--- config.mk ---
export PLATFORM = sky130hd
export DESIGN_NAME = irm_cell
export DESIGN_NICKNAME = d
export VERILOG_FILES = /design/src/hw/rtl/irm_pkg.sv /design/src/hw/rtl/irm_cell.sv
export SDC_FILE = /design/constraint.sdc
export NUM_CORES = 1
export LEC_CHECK = 0
export BUFFER_PORTS_ARGS = -buffer_cell sky130_fd_sc_hd__buf_4
export CORE_MARGIN = 4
export CORE_UTILIZATION = 31
export DETAILED_ROUTE_END_ITERATION = 6
export SETUP_SLACK_MARGIN = 0.02
export SLEW_MARGIN = 20
export SYNTH_ARGS = -nofsm -noshare
export SYNTH_HDL_FRONTEND = slang
export SYNTH_SLANG_ARGS = --single-unit
--- constraint.sdc ---
create_clock -name clk -period 2.55 [get_ports clk]
set_input_delay 0.51 -clock clk [delete_from_list [all_inputs] [get_ports clk]]
set_output_delay 0.51 -clock clk [all_outputs]
set_load 0.01 [all_outputs]
--- src/hw/rtl/irm_pkg.sv ---
// ----------------------------------------------------------------------------
// irm_pkg: shared types and constants for the insertable range minimum
//
// Word formats of the request and response channels, the status and
// command codes, and the word that travels along the chain of cells
// while a range minimum is worked out.
// ----------------------------------------------------------------------------
package irm_pkg;

    // Default number of cells in the chain.
    localparam int CAPACITY_DEFAULT = 1024;

    // Command codes.
    localparam logic CMD_INSERT = 1'b0;
    localparam logic CMD_QUERY  = 1'b1;

    // Status codes of a response word.
    localparam logic [2:0] ST_INSERTED = 3'd0;
    localparam logic [2:0] ST_ANSWERED = 3'd1;
    localparam logic [2:0] ST_EMPTY    = 3'd2;
    localparam logic [2:0] ST_FULL     = 3'd3;
    localparam logic [2:0] ST_BADPOS   = 3'd4;

    // Request word.
    typedef struct packed {
        logic               cmd;
        logic [10:0]        insert_position;
        logic signed [31:0] insert_value;
        logic [9:0]         query_first;
        logic [9:0]         query_last;
    } req_word_t;

    // Response word.
    typedef struct packed {
        logic signed [31:0] min_value;
        logic [2:0]         status;
    } rsp_word_t;

    // Running minimum handed from one cell to the next.
    typedef struct packed {
        logic               found;
        logic signed [31:0] min_value;
    } chain_t;

endpackage

--- src/hw/rtl/irm_cell.sv ---
// ----------------------------------------------------------------------------
// irm_cell: one storage cell of the insertable range minimum
//
// Holds the value at one fixed index of the sequence. On an insert the
// cell takes its left neighbour's value, the new value, or keeps its own.
// Every cycle it folds its own value into the running minimum coming from
// the left when its index lies inside the query range, and registers it.
// ----------------------------------------------------------------------------
module irm_cell #(
    parameter int INDEX = 0,
    parameter int CW    = 11
) (
    input  logic               clk,
    input  logic               rst_n,
    input  logic               shift_en,
    input  logic [CW-1:0]      pos,
    input  logic signed [31:0] new_value,
    input  logic signed [31:0] left_value,
    output logic signed [31:0] value,
    input  logic [CW-1:0]      first,
    input  logic [CW-1:0]      last,
    input  irm_pkg::chain_t    chain_in,
    output irm_pkg::chain_t    chain_out
);

    localparam logic [CW-1:0] IDX = CW'(INDEX);

    logic signed [31:0] value_reg;
    logic signed [31:0] value_next;
    irm_pkg::chain_t    chain_reg;
    irm_pkg::chain_t    chain_next;
    logic               in_range;

    // Insert: cells above the position move up, the cell at it takes the word.
    always_comb
    begin
        value_next = value_reg;
        if (shift_en)
        begin
            if (IDX > pos)
            begin
                value_next = left_value;
            end
            else if (IDX == pos)
            begin
                value_next = new_value;
            end
        end
    end

    // Running minimum over the cells inside the range.
    assign in_range = (IDX >= first) && (IDX <= last);

    always_comb
    begin
        chain_next = chain_in;
        if (in_range)
        begin
            chain_next.found = 1'b1;
            if (!chain_in.found || (value_reg < chain_in.min_value))
            begin
                chain_next.min_value = value_reg;
            end
        end
    end

    always_ff @(posedge clk or negedge rst_n)
    begin
        if (!rst_n)
        begin
            value_reg <= '0;
            chain_reg <= '0;
        end
        else
        begin
            value_reg <= value_next;
            chain_reg <= chain_next;
        end
    end

    assign value     = value_reg;
    assign chain_out = chain_reg;

endmodule

==> out/summary.txt <==
run status - finished clean
reg2reg start - value[2]$_DFFE_PN0P_
clock buffer count from CTS - 9
most instantiated library cell after synthesis - dfrtp_1
Relative slew margins - 43.6%
DRC viols - 0
footprint of the multi-input gates - 0.00176 mm^2
Worst Max-Slew Pin Slew - 0.846 ns
hold_buf cts - 0
Register Area - 0.00163 mm^2
Post-Place Cells - 576
Die W - 112 um
fin nets - 620
max reg flops - 33
GR Overflow Total - 0
ANT cells - 0
mux contribution to synthesized area - 25.1%
initial antenna violation count - 0
kind of critical path - reg -> reg
Synth Cell Area - 0.00337 mm^2
Post-Synth Simple-Gate Area - 5.38%
total track usage - 14.6%
Achievable Freq - 394 MHz
CTS sink count - 65
Post-synth top cells - dfrtp_1 (65), mux2_2 (34), inv_1 (33), ha_1 (31), mux2_4 (30)
power consumption - 2.20 mW
Worst path depth - 11
Worst Path Arrival - 2.76 ns
flop2flop setup slack - 0.01 ns
HP Class - in -> async
Max Buffers Root-to-Sink - 2
r2r worst-path depth - 11
Worst Path Buf+Inv - 3
Post-synth top flop - dfrtp_1
ranking of synthesized cells by area - dfrtp_1 (48%), mux2_4 (13%), ha_1 (12%)
largest net degree at the start of global routing - 66
GR peak layer - met2
Final Slew Violations - 0
H-tree depth - 3
WL per Instance - 15.3 um
CP required - 2.78 ns
global-route met3 utilization - 5.55%
M2 GR Usage - 25.1%
Chip Height - 112 um
Slowest-stage cell, CP - dfrtp_1
number of vias per cell - 4.51
IO Count - 198
worst-path fanout max - 8
max-cap viol count - 0
skew final - 0.0177 ns
Initial Util - 32.2%
Yosys reg bits - 65
CP cell instances - ha_4 > a211oi_2 > o21ai_1 > nand3_1 > o211ai_1 > a31oi_1 > buf_4 > mux2i_4 > buf_4 > buf_8 > mux2_4
CP max stage delay - 0.42 ns
Non-Filler Instances - 597
Synth cell types - 27
post-synthesis xor/xnor area fraction - 0%
Seq/Total Area, Yosys - 48.2%
global-route wire length before repair - 14700 um
Leak - 2.94 nW
die area - 0.0126 mm^2
post-synthesis adder-cell area fraction - 11.5%
share of cells above drive strength 1 - 63.1%
DR pass1 iterations - 4
P&R area growth vs syn - 58.2%
GR Util met1 - 17.5%
Synth warnings - 0
minimum clock period - 2.54 ns
final-layout fill cell count - 965
gpl congestion - 0.757
Synth Area in Compound Gates - 4.75%
Hold Fails Final Rpt - 0
drt initial violations - 66
Final setup viols - 0
Port Buffers - 154
CTS tree - built
RSZ-0062 raised after global routing - true
post-synth top area cell - dfrtp_1
cell area power density - 412 mW/mm^2
fin crit share - 99.4%
most frequent CP cell - buf_4
vias - 2694
Mapped Cells - 261
clk root buf - clkbuf_8
Net Count, Synth - 425
area share of the largest cell type after synthesis - 48.2%
core area - 0.0105 mm^2
Clk pin slew, worst setup/hold paths - 0.09 ns
Post-Route WL - 9160 um
Async SR Flop Fraction - 100%
Routed Antenna Nets - 0
clk_lat worst skew - 0.35 ns
syn avg cell area - 12.9 um^2
crit-path leading delay family - compound AO/OA/AOI/OAI gates
Peak VDD IR - 0.189 mV
EDFF count, synth - 0
HPWL Detailed - 7090 um
CP startpoint kind - register
main combinational cell family by area after synthesis - multiplexers
Worst Setup End Kind - register
Rows - 37
reg2reg end - chain_out[3]$_DFF_PN0_
vias in the first global route - 2963
[where the power goes]
group	switching (mW)	internal, mW	total (mW)	leakage (nW)
clock	0.428	0.381	0.809	0.0887
combinational	0.124	0.194	0.318	2.02
sequential	0.0117	1.06	1.07	0.831
total	0.564	1.64	2.20	2.94
[final cells by class]
| type | instances | share of cell area (%) |
|---|---|---|
| Multi-Input combinational cell | 157 | 33.1 |
| Clock buffer | 10 | 2.58 |
| Clock inverter | 6 | 0.798 |
| Sequential cell | 65 | 30.5 |
| Inverter | 33 | 2.32 |
| Tap cell | 136 | 3.19 |
| Timing Repair Buffer | 190 | 27.6 |
[metal layers]
layer	part of all wire, %	vias to the layer above
met2	50	108
met3	7.7	4
met5	0	-
met1	42	1277
met4	0.58	0
li1	-	1305
[cells by family after synthesis]
| group | Yosys count |
|---|---|
| AO/OA/AOI/OAI | 27 |
| adder cells (fa/ha/maj) | 31 |
| buffers and inverters | 39 |
| flip-flops | 65 |
| multiplexers | 65 |
| AND/OR/NAND/NOR | 34 |
[through the flow]
stage               util (%)  setup slack (ns)  area [um^2]  hold slack, ns  setup TNS (ns)
floorplan                  -            0.0230         3430           0.214               0
global placement        47.4            -0.376         4950           0.544          -10.60
detailed placement      47.4            -0.413         4950           0.561          -11.95
CTS                     50.3           -0.0321         5260           0.290          -0.433
global route            51.0            -0.107         5330           0.333           -2.63
finish                  51.0            0.0149         5330           0.267               0
[what timing repair did]
action,in CTS,in global routing
resized for setup,17,5
setup endpoints to repair,32,32
pin swaps,20,2
setup buffers,1,3
gates cloned,0,1
[layout by cell type (no fill, tap or decap), types with 3 or more instances in the layout]
cell type  netlist  routed
a211oi_2         1       4
a21oi_1         14      12
buf_4            0     185
buf_8            0       3
clkbuf_8         0      10
dfrtp_1         65      65
ha_1            31      21
ha_4             0      10
inv_1           33      32
mux2_2          34      32
mux2_4          30      32
nand2_1          9       9
nand3_1          6       5
nand4_1          3       3
nor2_1           6       6
nor4_1           4       4
o21ai_1          0       3
[worst max-delay path by stage]
stage | start | to | slack (ns)
2_1_floorplan | chain_in[26] | chain_out[10]$_DFF_PN0_ | 0.02
3_3_place_gp | chain_in[2] | chain_out[0]$_DFF_PN0_ | -0.38
3_5_place_dp | chain_in[2] | chain_out[0]$_DFF_PN0_ | -0.41
4_1_cts | value[24]$_DFFE_PN0P_ | chain_out[19]$_DFF_PN0_ | -0.03
5_1_grt | value[8]$_DFFE_PN0P_ | chain_out[1]$_DFF_PN0_ | -0.11
6_report | value[2]$_DFFE_PN0P_ | chain_out[3]$_DFF_PN0_ | 0.01
(Power assumes the default switching activity.)
